## config.mk

```make
export PLATFORM = sky130hd
export DESIGN_NAME = seven_segment_view_formatter_unit
export DESIGN_NICKNAME = d
export VERILOG_FILES = /design/src/hw/rtl/ssvf_pkg.sv /design/src/hw/rtl/ssvf_seg_pack.sv /design/src/hw/rtl/seven_segment_view_formatter_unit.sv
export SDC_FILE = /design/constraint.sdc
export NUM_CORES = 2
export LEC_CHECK = 0
export ABC_AREA = 1
export BUFFER_PORTS_ARGS = -buffer_cell sky130_fd_sc_hd__buf_2
export CELL_PAD_IN_SITES_DETAIL_PLACEMENT = 0
export CELL_PAD_IN_SITES_GLOBAL_PLACEMENT = 1
export CORE_MARGIN = 2
export CORE_UTILIZATION = 52
export CTS_CLUSTER_SIZE = 25
export DETAILED_ROUTE_END_ITERATION = 6
export PLACE_DENSITY_LB_ADDON = 0.1
export SYNTH_ARGS = -nofsm -noshare
export SYNTH_HDL_FRONTEND = slang
export SYNTH_SLANG_ARGS = --single-unit
```

## constraint.sdc

```tcl
create_clock -name clk -period 7.6 [get_ports clk]
set_input_delay 0.76 -clock clk [delete_from_list [all_inputs] [get_ports clk]]
set_output_delay 0.76 -clock clk [all_outputs]
set_load 0.005 [all_outputs]
```

## src/hw/rtl/ssvf_pkg.sv

```systemverilog
package ssvf_pkg;

    typedef enum logic [1:0] {
        KIND_MIN_SEC  = 2'd0,
        KIND_HOUR_MIN = 2'd1,
        KIND_VOLTAGE  = 2'd2,
        KIND_TEMP     = 2'd3
    } kind_t;

    typedef enum logic [1:0] {
        D3_DIGIT = 2'd0,
        D3_DASH  = 2'd1,
        D3_BLANK = 2'd2
    } d3_mode_t;

    typedef logic [3:0] digit_t;
    typedef logic [6:0] seg_t;

    localparam int unsigned WORD_W = 15;

    localparam seg_t SEG_BLANK = 7'h00;
    localparam seg_t SEG_DASH  = 7'h40;

    localparam logic [11:0] ADC_ZERO     = 12'd2692;
    localparam logic [12:0] TEMP_MUL     = 13'd4225;
    localparam logic [11:0] TEMP_DIV     = 12'd4095;
    localparam logic [24:0] TEMP_DIV_M   = 25'd16781313;
    localparam logic [9:0]  DAY_DIV      = 10'd675;
    localparam logic [22:0] DAY_DIV_M    = 23'd6362914;
    localparam logic [15:0] DIV15_M      = 16'd34953;
    localparam logic [12:0] DIV225_M     = 13'd4661;
    localparam logic [15:0] DIV10_M      = 16'd52429;
    localparam logic [12:0] DIV100_M     = 13'd5243;
    localparam logic [12:0] DIV1000_M    = 13'd4195;
    localparam logic [7:0]  DIV10_SMALL_M = 8'd205;

    function automatic seg_t seg_of(input digit_t d);
        seg_t s;
        case (d)
            4'd0:    s = 7'h3F;
            4'd1:    s = 7'h06;
            4'd2:    s = 7'h5B;
            4'd3:    s = 7'h4F;
            4'd4:    s = 7'h66;
            4'd5:    s = 7'h6D;
            4'd6:    s = 7'h7D;
            4'd7:    s = 7'h07;
            4'd8:    s = 7'h7F;
            4'd9:    s = 7'h6F;
            default: s = SEG_BLANK;
        endcase
        return s;
    endfunction

endpackage

```

## src/hw/rtl/ssvf_seg_pack.sv

```systemverilog
module ssvf_seg_pack
    import ssvf_pkg::*;
(
    input  digit_t [3:0]        digits,
    input  d3_mode_t            d3_mode,
    output logic [WORD_W-1:0]   upper_word,
    output logic [WORD_W-1:0]   lower_word
);

    seg_t seg3;

    always_comb
    begin
        unique case (d3_mode)
            D3_DIGIT: seg3 = seg_of(digits[3]);
            D3_DASH:  seg3 = SEG_DASH;
            D3_BLANK: seg3 = SEG_BLANK;
            default:  seg3 = SEG_BLANK;
        endcase
    end

    assign upper_word = {seg3, 1'b0, seg_of(digits[2])};
    assign lower_word = {seg_of(digits[1]), 1'b0, seg_of(digits[0])};

endmodule

```

## src/hw/rtl/seven_segment_view_formatter_unit.sv

```systemverilog
// Formats one view per transaction into seven-segment patterns for four digits: minutes and
// seconds or hours and minutes of the time of day, a 12-bit voltage sample, or a temperature
// converted from a 12-bit ADC sample with a leading dash when negative. The six-stage pipeline
// takes one transaction every cycle while it is not full and carries each result through the
// stage registers one to six to the output; item_ready drops only when all six stages hold
// results and result_ready is low. Results leave in the order the items arrived.
module seven_segment_view_formatter_unit
    import ssvf_pkg::*;
(
    input  logic                clk,
    input  logic                rst_n,
    input  logic                item_valid,
    output logic                item_ready,
    input  logic [1:0]          kind,
    input  logic [31:0]         value,
    output logic                result_valid,
    input  logic                result_ready,
    output logic [WORD_W-1:0]   upper_digits_word,
    output logic [WORD_W-1:0]   lower_digits_word
);

    logic en1, en2, en3, en4, en5, en6;
    logic s1_valid_reg, s2_valid_reg, s3_valid_reg, s4_valid_reg, s5_valid_reg, s6_valid_reg;

    assign en6 = !s6_valid_reg || result_ready;
    assign en5 = !s5_valid_reg || en6;
    assign en4 = !s4_valid_reg || en5;
    assign en3 = !s3_valid_reg || en4;
    assign en2 = !s2_valid_reg || en3;
    assign en1 = !s1_valid_reg || en2;
    assign item_ready = en1;

    always_ff @(posedge clk or negedge rst_n)
    begin
        if (!rst_n)
        begin
            s1_valid_reg <= 1'b0;
            s2_valid_reg <= 1'b0;
            s3_valid_reg <= 1'b0;
            s4_valid_reg <= 1'b0;
            s5_valid_reg <= 1'b0;
            s6_valid_reg <= 1'b0;
        end
        else
        begin
            if (en1) s1_valid_reg <= item_valid;
            if (en2) s2_valid_reg <= s1_valid_reg;
            if (en3) s3_valid_reg <= s2_valid_reg;
            if (en4) s4_valid_reg <= s3_valid_reg;
            if (en5) s5_valid_reg <= s4_valid_reg;
            if (en6) s6_valid_reg <= s5_valid_reg;
        end
    end

    // stage 1: day quotient estimate, temperature product
    kind_t        s1_kind_reg;
    logic [6:0]   s1_low7_reg;
    logic [24:0]  s1_n_reg;
    logic [15:0]  s1_qe_reg, s1_qe_next;
    logic         s1_neg_reg, s1_neg_next;
    logic [23:0]  s1_p_reg, s1_p_next;
    logic [11:0]  s1_x_reg;
    logic [47:0]  day_prod;
    logic [11:0]  adc_abs;

    always_comb
    begin
        day_prod    = {23'd0, value[31:7]} * {25'd0, DAY_DIV_M};
        s1_qe_next  = day_prod[47:32];
        s1_neg_next = value[11:0] < ADC_ZERO;
        adc_abs     = s1_neg_next ? (ADC_ZERO - value[11:0]) : (value[11:0] - ADC_ZERO);
        s1_p_next   = {12'd0, adc_abs} * {11'd0, TEMP_MUL};
    end

    always_ff @(posedge clk)
    begin
        if (en1)
        begin
            s1_kind_reg <= kind_t'(kind);
            s1_low7_reg <= value[6:0];
            s1_n_reg    <= value[31:7];
            s1_qe_reg   <= s1_qe_next;
            s1_neg_reg  <= s1_neg_next;
            s1_p_reg    <= s1_p_next;
            s1_x_reg    <= value[11:0];
        end
    end

    // stage 2: day remainder before correction, temperature quotient estimate
    kind_t        s2_kind_reg;
    logic [6:0]   s2_low7_reg;
    logic [10:0]  s2_r0_reg, s2_r0_next;
    logic [11:0]  s2_q2e_reg, s2_q2e_next;
    logic         s2_neg_reg;
    logic [23:0]  s2_p_reg;
    logic [11:0]  s2_x_reg;
    logic [24:0]  day_back;
    logic [24:0]  day_diff;
    logic [48:0]  temp_prod;

    always_comb
    begin
        day_back    = {9'd0, s1_qe_reg} * {15'd0, DAY_DIV};
        day_diff    = s1_n_reg - day_back;
        s2_r0_next  = day_diff[10:0];
        temp_prod   = {25'd0, s1_p_reg} * {24'd0, TEMP_DIV_M};
        s2_q2e_next = temp_prod[47:36];
    end

    always_ff @(posedge clk)
    begin
        if (en2)
        begin
            s2_kind_reg <= s1_kind_reg;
            s2_low7_reg <= s1_low7_reg;
            s2_r0_reg   <= s2_r0_next;
            s2_q2e_reg  <= s2_q2e_next;
            s2_neg_reg  <= s1_neg_reg;
            s2_p_reg    <= s1_p_reg;
            s2_x_reg    <= s1_x_reg;
        end
    end

    // stage 3: correct day remainder and temperature quotient, form time of day and BCD source
    kind_t        s3_kind_reg;
    logic [16:0]  s3_t_reg, s3_t_next;
    logic [11:0]  s3_v_reg, s3_v_next;
    logic         s3_neg_reg;
    logic [10:0]  day_r;
    logic [23:0]  temp_back;
    logic [23:0]  temp_rem;
    logic [11:0]  temp_mag;

    always_comb
    begin
        day_r     = (s2_r0_reg >= {1'b0, DAY_DIV}) ? (s2_r0_reg - {1'b0, DAY_DIV}) : s2_r0_reg;
        s3_t_next = {day_r[9:0], s2_low7_reg};
        temp_back = {12'd0, s2_q2e_reg} * {12'd0, TEMP_DIV};
        temp_rem  = s2_p_reg - temp_back;
        temp_mag  = (temp_rem >= {12'd0, TEMP_DIV}) ? (s2_q2e_reg + 12'd1) : s2_q2e_reg;
        s3_v_next = (s2_kind_reg == KIND_TEMP) ? temp_mag : s2_x_reg;
    end

    always_ff @(posedge clk)
    begin
        if (en3)
        begin
            s3_kind_reg <= s2_kind_reg;
            s3_t_reg    <= s3_t_next;
            s3_v_reg    <= s3_v_next;
            s3_neg_reg  <= s2_neg_reg;
        end
    end

    // stage 4: total minutes and hours, decimal quotients of the sample
    kind_t        s4_kind_reg;
    logic [16:0]  s4_t_reg;
    logic [10:0]  s4_a_reg, s4_a_next;
    logic [4:0]   s4_h_reg, s4_h_next;
    logic [11:0]  s4_v_reg;
    logic [8:0]   s4_q10_reg, s4_q10_next;
    logic [5:0]   s4_q100_reg, s4_q100_next;
    logic [2:0]   s4_q1000_reg, s4_q1000_next;
    logic         s4_neg_reg;
    logic [30:0]  min_prod;
    logic [25:0]  hour_prod;
    logic [27:0]  q10_prod;
    logic [24:0]  q100_prod;
    logic [24:0]  q1000_prod;

    always_comb
    begin
        min_prod      = {16'd0, s3_t_reg[16:2]} * {15'd0, DIV15_M};
        s4_a_next     = min_prod[29:19];
        hour_prod     = {13'd0, s3_t_reg[16:4]} * {13'd0, DIV225_M};
        s4_h_next     = hour_prod[24:20];
        q10_prod      = {16'd0, s3_v_reg} * {12'd0, DIV10_M};
        s4_q10_next   = q10_prod[27:19];
        q100_prod     = {13'd0, s3_v_reg} * {12'd0, DIV100_M};
        s4_q100_next  = q100_prod[24:19];
        q1000_prod    = {13'd0, s3_v_reg} * {12'd0, DIV1000_M};
        s4_q1000_next = q1000_prod[24:22];
    end

    always_ff @(posedge clk)
    begin
        if (en4)
        begin
            s4_kind_reg  <= s3_kind_reg;
            s4_t_reg     <= s3_t_reg;
            s4_a_reg     <= s4_a_next;
            s4_h_reg     <= s4_h_next;
            s4_v_reg     <= s3_v_reg;
            s4_q10_reg   <= s4_q10_next;
            s4_q100_reg  <= s4_q100_next;
            s4_q1000_reg <= s4_q1000_next;
            s4_neg_reg   <= s3_neg_reg;
        end
    end

    // stage 5: seconds and minutes, select the two time fields, sample digits
    kind_t          s5_kind_reg;
    logic [5:0]     s5_lo_reg, s5_lo_next;
    logic [5:0]     s5_hi_reg, s5_hi_next;
    digit_t [3:0]   s5_dig_reg, s5_dig_next;
    logic           s5_neg_reg;
    logic [16:0]    sec_full;
    logic [10:0]    mnt_full;
    logic [11:0]    d0_full;
    logic [8:0]     d1_full;
    logic [5:0]     d2_full;

    always_comb
    begin
        sec_full       = s4_t_reg - ({6'd0, s4_a_reg} * 17'd60);
        mnt_full       = s4_a_reg - ({6'd0, s4_h_reg} * 11'd60);
        s5_lo_next     = (s4_kind_reg == KIND_MIN_SEC) ? sec_full[5:0] : mnt_full[5:0];
        s5_hi_next     = (s4_kind_reg == KIND_MIN_SEC) ? mnt_full[5:0] : {1'b0, s4_h_reg};
        d0_full        = s4_v_reg - ({3'd0, s4_q10_reg} * 12'd10);
        d1_full        = s4_q10_reg - ({3'd0, s4_q100_reg} * 9'd10);
        d2_full        = s4_q100_reg - ({3'd0, s4_q1000_reg} * 6'd10);
        s5_dig_next[0] = d0_full[3:0];
        s5_dig_next[1] = d1_full[3:0];
        s5_dig_next[2] = d2_full[3:0];
        s5_dig_next[3] = {1'b0, s4_q1000_reg};
    end

    always_ff @(posedge clk)
    begin
        if (en5)
        begin
            s5_kind_reg <= s4_kind_reg;
            s5_lo_reg   <= s5_lo_next;
            s5_hi_reg   <= s5_hi_next;
            s5_dig_reg  <= s5_dig_next;
            s5_neg_reg  <= s4_neg_reg;
        end
    end

    // stage 6: split time fields into digits, encode segments
    logic [13:0]        lo_prod, hi_prod;
    logic [2:0]         lo_tens, hi_tens;
    logic [5:0]         lo_units, hi_units;
    digit_t [3:0]       digits;
    d3_mode_t           d3_mode;
    logic [WORD_W-1:0]  upper_next, lower_next;
    logic [WORD_W-1:0]  upper_digits_word_reg, lower_digits_word_reg;

    always_comb
    begin
        lo_prod  = {8'd0, s5_lo_reg} * {6'd0, DIV10_SMALL_M};
        lo_tens  = lo_prod[13:11];
        lo_units = s5_lo_reg - ({3'd0, lo_tens} * 6'd10);
        hi_prod  = {8'd0, s5_hi_reg} * {6'd0, DIV10_SMALL_M};
        hi_tens  = hi_prod[13:11];
        hi_units = s5_hi_reg - ({3'd0, hi_tens} * 6'd10);
        case (s5_kind_reg) inside
            KIND_MIN_SEC, KIND_HOUR_MIN:
            begin
                digits[0] = lo_units[3:0];
                digits[1] = {1'b0, lo_tens};
                digits[2] = hi_units[3:0];
                digits[3] = {1'b0, hi_tens};
                d3_mode   = D3_DIGIT;
            end
            KIND_VOLTAGE:
            begin
                digits  = s5_dig_reg;
                d3_mode = D3_DIGIT;
            end
            default:
            begin
                digits  = s5_dig_reg;
                d3_mode = s5_neg_reg ? D3_DASH : D3_BLANK;
            end
        endcase
    end

    ssvf_seg_pack u_seg_pack (
        .digits     (digits),
        .d3_mode    (d3_mode),
        .upper_word (upper_next),
        .lower_word (lower_next)
    );

    always_ff @(posedge clk)
    begin
        if (en6)
        begin
            upper_digits_word_reg <= upper_next;
            lower_digits_word_reg <= lower_next;
        end
    end

    assign result_valid      = s6_valid_reg;
    assign upper_digits_word = upper_digits_word_reg;
    assign lower_digits_word = lower_digits_word_reg;

endmodule

```

; ---- After elaboration in Yosys (flattened, before gate mapping)
; Memory sizes are Yosys's and may differ from the RTL's. A register that Yosys moved wholly into a read port is not among the register bits.
; Index checks and enable logic that the tools add are counted.
[word_totals]
reg_bits = 271
romBits = 448
input_bits = 38
out_inout_bits = 32
word_cells = 113
n_memories = 4
[mem_list]
columns = memory, depth, width, rd, rd_ports_with_merged_regs, wr, line
row1 = (name not given), 16, 7, 1, 1, 0, ssvf_pkg.sv:39  ; case (d)
row2 = (name not given), 16, 7, 1, 1, 0, ssvf_pkg.sv:39
row3 = (name not given), 16, 7, 1, 1, 0, ssvf_pkg.sv:39
row4 = (name not given), 16, 7, 1, 0, 0, ssvf_pkg.sv:39
[op_classes]
n_eq_ne = 4
mul = 19
magnitude_cmp = 3
addsub = 13
muxes = 11
n_reduce_logical = 16
[ops]
columns = cell, count
row1 = 12-bit by 13-bit multiplier with 25-bit output (second input constant), 2
row2 = 24-bit by 25-bit multiplier with 48-bit output (second input constant), 1
row3 = 25-bit by 22-bit multiplier with 47-bit output (second input constant), 1
row4 = 12-bit 2-to-1 mux, 3
row5 = 15-bit by 16-bit multiplier with 30-bit output (second input constant), 1
row6 = 12-bit by 16-bit multiplier with 28-bit output (second input constant), 1
row7 = 6-bit by 8-bit multiplier with 14-bit output (second input constant), 2
row8 = 13-bit by 13-bit multiplier with 25-bit output (second input constant), 1
row9 = 24-bit by 12-bit >= comparator with 1-bit output (second input constant), 1
row10 = 12-bit by 12-bit multiplier with 24-bit output (second input constant), 1
row11 = 12-bit by 13-bit multiplier with 24-bit output (second input constant), 1
row12 = 24-bit subtractor, 1
row13 = 4-bit subtractor, 5
row14 = 16-bit by 10-bit multiplier with 11-bit output (second input constant), 1
row15 = 15-bit 2-to-1 mux, 1
row16 = 7-bit case mux with 2 select lines, 1
row17 = 12-bit by 1-bit adder with 12-bit output (second input constant), 1
row18 = 12-bit less-than comparator (second input constant), 1
row19 = 12-bit subtractor (first input constant), 1
row20 = 12-bit subtractor (second input constant), 1
row21 = 6-bit subtractor, 2
row22 = 11-bit by 10-bit >= comparator with 1-bit output (second input constant), 1
row23 = 11-bit by 4-bit multiplier with 4-bit output (second input constant), 1
row24 = 11-bit subtractor, 1
row25 = 15 further kinds, 33

; ---- Logic depth before layout (Yosys ltp)
[logic_depth]
ltp_word = 7
depth_mapped = 30
ltp_nobuf = 30

; ---- By module
; From an unflattened synthesis, not the netlist that was laid out.
[hier_totals]
cells_unflattened = 4011
hier_area_um2 = 37778.7
[modules_own_cells]
columns = mod, area_each_um2, instances, cells_per_inst, seq_area_each_um2
row1 = seven_segment_view_formatter_unit, 36983.0, 1, 3868, 7447.1
row2 = ssvf_seg_pack, 795.8, 1, 143, 0.0

; ---- Worst setup path after synthesis
; No wires, ideal clock.
[synth_path]
path_kind = input -> output
start = input port result_ready
end = output port item_ready
setup_slack_ns = 1.704
t_arrival_ns = 5.136
t_required_ns = 6.840
stages = 10
path_buffers = 0
cell_sequence = nor2_1 inv_1 nor2_1 inv_1 nor2_1 inv_1 nor2_1 inv_1 nor2_1 nand2_1
[synth_via]
elab_chain_cells = 6
[synth_rtl]
columns = element, line
row1 = start: declaration, seven_segment_view_formatter_unit.sv:17  ; input logic result_ready,
row2 = 1-bit logical OR, seven_segment_view_formatter_unit.sv:25  ; assign en6 = !s6_valid_reg || result_ready;
row3 = named net en6, seven_segment_view_formatter_unit.sv:22  ; logic en1, en2, en3, en4, en5, en6;
row4 = 1-bit logical OR, seven_segment_view_formatter_unit.sv:26  ; assign en5 = !s5_valid_reg || en6;
row5 = named net en5, seven_segment_view_formatter_unit.sv:22
row6 = 1-bit logical OR, seven_segment_view_formatter_unit.sv:27  ; assign en4 = !s4_valid_reg || en5;
row7 = named net en4, seven_segment_view_formatter_unit.sv:22
row8 = 1-bit logical OR, seven_segment_view_formatter_unit.sv:28  ; assign en3 = !s3_valid_reg || en4;
row9 = named net en3, seven_segment_view_formatter_unit.sv:22
row10 = 1-bit logical OR, seven_segment_view_formatter_unit.sv:29  ; assign en2 = !s2_valid_reg || en3;
row11 = 1-bit logical OR, seven_segment_view_formatter_unit.sv:30  ; assign en1 = !s1_valid_reg || en2;
row12 = end: declaration, seven_segment_view_formatter_unit.sv:13  ; output logic item_ready,
; The timed path passes the listed nets, and every way through them passes these cells.

; ---- Final worst setup path
[layout_path]
start = register s2_q2e_reg[3]
end = register s3_v_reg[9] (data pin)
[layout_via]
elab_chain_cells = 5
word_cells_on_any_way = 6
classes_between = 2 x add/sub / 1 x mul / 1 x order compare / 2 x mux
[layout_rtl]
columns = element, line
row1 = start: declaration, seven_segment_view_formatter_unit.sv:93  ; logic [11:0] s2_q2e_reg, s2_q2e_next;
row2 = start signal: assignment, seven_segment_view_formatter_unit.sv:117  ; s2_q2e_reg <= s2_q2e_next;
row3 = 12-bit by 12-bit multiplier with 24-bit output, seven_segment_view_formatter_unit.sv:138  ; temp_back = {12'd0, s2_q2e_reg} * {12'd0, TEMP_DIV};
row4 = 24-bit subtractor, seven_segment_view_formatter_unit.sv:139  ; temp_rem = s2_p_reg - temp_back;
row5 = 24-bit by 12-bit >= comparator with 1-bit output, seven_segment_view_formatter_unit.sv:140  ; temp_mag = (temp_rem >= {12'd0, TEMP_DIV}) ? (s2_q2e_reg + 12'd1) : s2_q2e_reg;
row6 = 12-bit 2-to-1 mux *, seven_segment_view_formatter_unit.sv:140
row7 = 12-bit 2-to-1 mux *, seven_segment_view_formatter_unit.sv:141  ; s3_v_next = (s2_kind_reg == KIND_TEMP) ? temp_mag : s2_x_reg;
row8 = named net s3_v_next[9], seven_segment_view_formatter_unit.sv:127  ; logic [11:0] s3_v_reg, s3_v_next;
row9 = end signal: assignment, seven_segment_view_formatter_unit.sv:150  ; s3_v_reg <= s3_v_next;
row10 = end: declaration, seven_segment_view_formatter_unit.sv:127
; Mark *: on every way through the listed nets, which the timed path passes. The rest lies on a longest branch.
; A chain may end at the register's enable or synchronous reset.

==> run summary <==
Status -> complete, no violations
Cell area after synthesis -> 37690 sq um
CP dominant cell by count -> nand2_1
Drt first pass iters -> 5
CTS root buf -> clkbuf_16
Final Skew -> 17.32 ps
Final setup viols -> 0
Final setup TNS -> 0 ps
HP Class -> input pin to async pin
Layout net count -> 5409
Reg area -> 7387 sq um
Critical Path End Type -> flop
Number of global-route vias before repair -> 25710
Largest net degree at the start of global routing -> 45
Sequential fraction of the synthesis area -> 19.60%
Final Critical Period -> 6177 ps
Max FO, Critical Path -> 22
Multi-input gate area -> 26390 sq um
Routed WL per cell -> 15.79 um
Overall Global Routing Usage -> 22.38%
Drc violations -> 0
GPL Wtd Cong -> 0.8650
Total CTS buffers -> 29
H-tree depth -> 1
Post-Synthesis Cells -> 4006
Clock transition at the registers of the reported paths -> 60 ps
Max-cap viol count -> 0
Starting Density -> 52.63%
Crit share post-route -> 81.28%
Total grt overflow -> 0
Die Ht -> 273.2 um
Antenna viol nets, final -> 0
CP delay by family, top -> adder cells
Max Buffers Root-to-Sink -> 3
EDFF count, synth -> 241
CTS tree -> built
Chip width -> 273.2 um
Initial DRC Count -> 1167
CP arrival -> 6480 ps
Share of cells above drive strength 1 -> 4.221%
Max incr delay on CP -> 720 ps
Final Max Slew Viols -> 0
Core box area -> 71610 sq um
Ys Warns -> 0
Worst-Margin Slew -> 973.3 ps
DIE AREA -> 74650 sq um
Drt total wl -> 80060 um
Post-CTS Setup Inserts -> 0
Worst skew pair latency -> 560 ps
First-pass GRT wire length -> 133400 um
Synth Area per Inst -> 9.408 sq um
Max Fclk -> 0.1619 GHz
Synth area leaders -> ha_1 (28%), fa_1 (22%), edfxtp_1 (19%), inv_1 (10%), nand2_1 (5.6%)
DP HPWL -> 70150 um
WP buf/inv -> 6
Critical-path top delay cell -> fa_1
N_diodes -> 0
Fillers -> 6585
Placement row count -> 98
Clock Sinks -> 247
RSZ-0062 raised after global routing -> false
Resize count post-CTS -> 0
Synthesized flop and latch total -> 247
CP Class -> flop to flop
Initial antenna violation count -> 2
Area delta synth->final -> 6.398%
CP required -> 7900 ps
Top cell type's share of synthesized area -> 28.12%
Library cells used by synthesis -> 58
Async SR Flop Fraction -> 2.429%
IO Count -> 70
Final hold violations -> 0
PortBufs -> 67
Vias -> 25343
CTS Hold Bufs -> 0
Routed vias/inst -> 4.997
Type of origin of the critical path -> flop
Post-synth top area cell -> ha_1
Worst relative slew slack -> 35.11%
Top FF cell, synth -> edfxtp_1
## kinds of logic (layout without fill, tap and decap cells)
kind of cell,after synthesis,in the layout,share of synthesized area (%)
AND/OR/NAND/NOR,952,952,10.72
multiplexers,1,1,0.02656
XOR/XNOR,142,142,3.320
AO/OA/AOI/OAI,356,356,5.378
other,1,2,0.009950
flip-flops,247,247,19.60
buffers and inverters,1038,1153,10.40
adder cells (fa/ha/maj),1269,1269,50.54
## final cells by class
cell class | instances | share of cell area (%)
Clock buffer | 38 | 1.919
Clock inverter | 13 | 0.2746
Inverter | 1025 | 9.595
Multi-Input combinational cell | 2722 | 65.80
Sequential cell | 247 | 18.42
Tap cell | 950 | 2.964
Timing Repair Buffer | 77 | 1.023
## synth_stat cells, types with 4 or more instances
cell type and count:
nor3_1 31, a21o_1 15, fa_1 422, or2_2 18, nand2_1 563, o21ai_1 7, nor2_2 5, a21oi_1 162
o21bai_1 8, inv_1 1020, nor4_1 8, xor2_1 86, nor2_1 152, nand3_1 108, o211ai_1 7, a31oi_1 19
edfxtp_1 241, a21boi_0 4, nand4_1 33, ha_1 847, a211oi_1 7, nand2_2 12, inv_2 4, o2111ai_1 4
nand3b_1 8, o21a_1 9, dfrtp_1 6, nand3_2 5, o21ai_0 91, o31ai_1 4, xnor2_1 55, clkbuf_1 7
## through the flow
stage                     std cells  area [sq um]  utilization (%)  hold slack [ps]  setup WS (ps)
after CTS                      5072         40100            56.00            8.697           1414
after global routing           5072         40100            56.00            21.84          844.6
after floorplan                4007         37690                -            400.3           1704
after global placement         5021         39220            54.77            400.2           1516
after detailed placement       5021         39220            54.77            406.3           1423
final                          5072         40100            56.00            37.99           1423
## path summary, 6_finish.rpt
path                           startpoint             end  slack, ps  cells past startpoint
min reg2reg                s1_low7_reg[3]  s2_low7_reg[3]        420                      0
max reg2reg                 s2_q2e_reg[3]     s3_v_reg[9]       1420                     26
max in group asynchronous           rst_n    s4_valid_reg       7400                      1
max                         s2_q2e_reg[3]     s3_v_reg[9]       1420                     26
min                                 rst_n    result_valid         40                      1
min in group clk                  kind[1]  s1_kind_reg[1]        380                      1
## layer usage
layer / up-vias / wire length, um / part of all wire, % / track usage [%]
li1: 12968 / - / - / -
met1: 11961 / 39220 / 49 / 32.52
met2: 336 / 37100 / 46 / 37.11
met3: 76 / 2469 / 3.1 / 1.921
met4: 2 / 1259 / 1.6 / 3.581
met5: - / 12 / 0.015 / 0
## placed cells by master (no fill, tap or decap), drive strengths merged, types with 32 or more instances in the layout
| master | instances |
|---|---|
| inv | 1026 |
| a21oi | 163 |
| xnor2 | 55 |
| fa | 422 |
| o21ai | 99 |
| nand2 | 575 |
| nand4 | 33 |
| clkbuf | 38 |
| nor3 | 32 |
| nand3 | 113 |
| ha | 847 |
| buf | 77 |
| nor2 | 160 |
| edfxtp | 241 |
| xor2 | 87 |
## worst reg2reg max path, stage by stage (launching register included)
cell and delay (ps):
edfxtp_1 470, inv_1 180, fa_1 720, inv_1 100, fa_1 540, inv_1 50
fa_1 500, fa_1 550, inv_1 60, fa_1 530, inv_1 40, ha_1 400
nand2_2 140, nor2_1 180, nand2_1 70, clkinv_1 40, nand2_1 50, nand2_1 90
nand2_1 80, nand3b_1 110, nand2_1 60, nor2_1 180, nand3_2 400, nand2_1 180
nand2_1 60, nand3_1 70, nand2_1 70
Power is not shown: default switching activity piles up to over one toggle a cycle in this logic, so the estimate is an artifact.
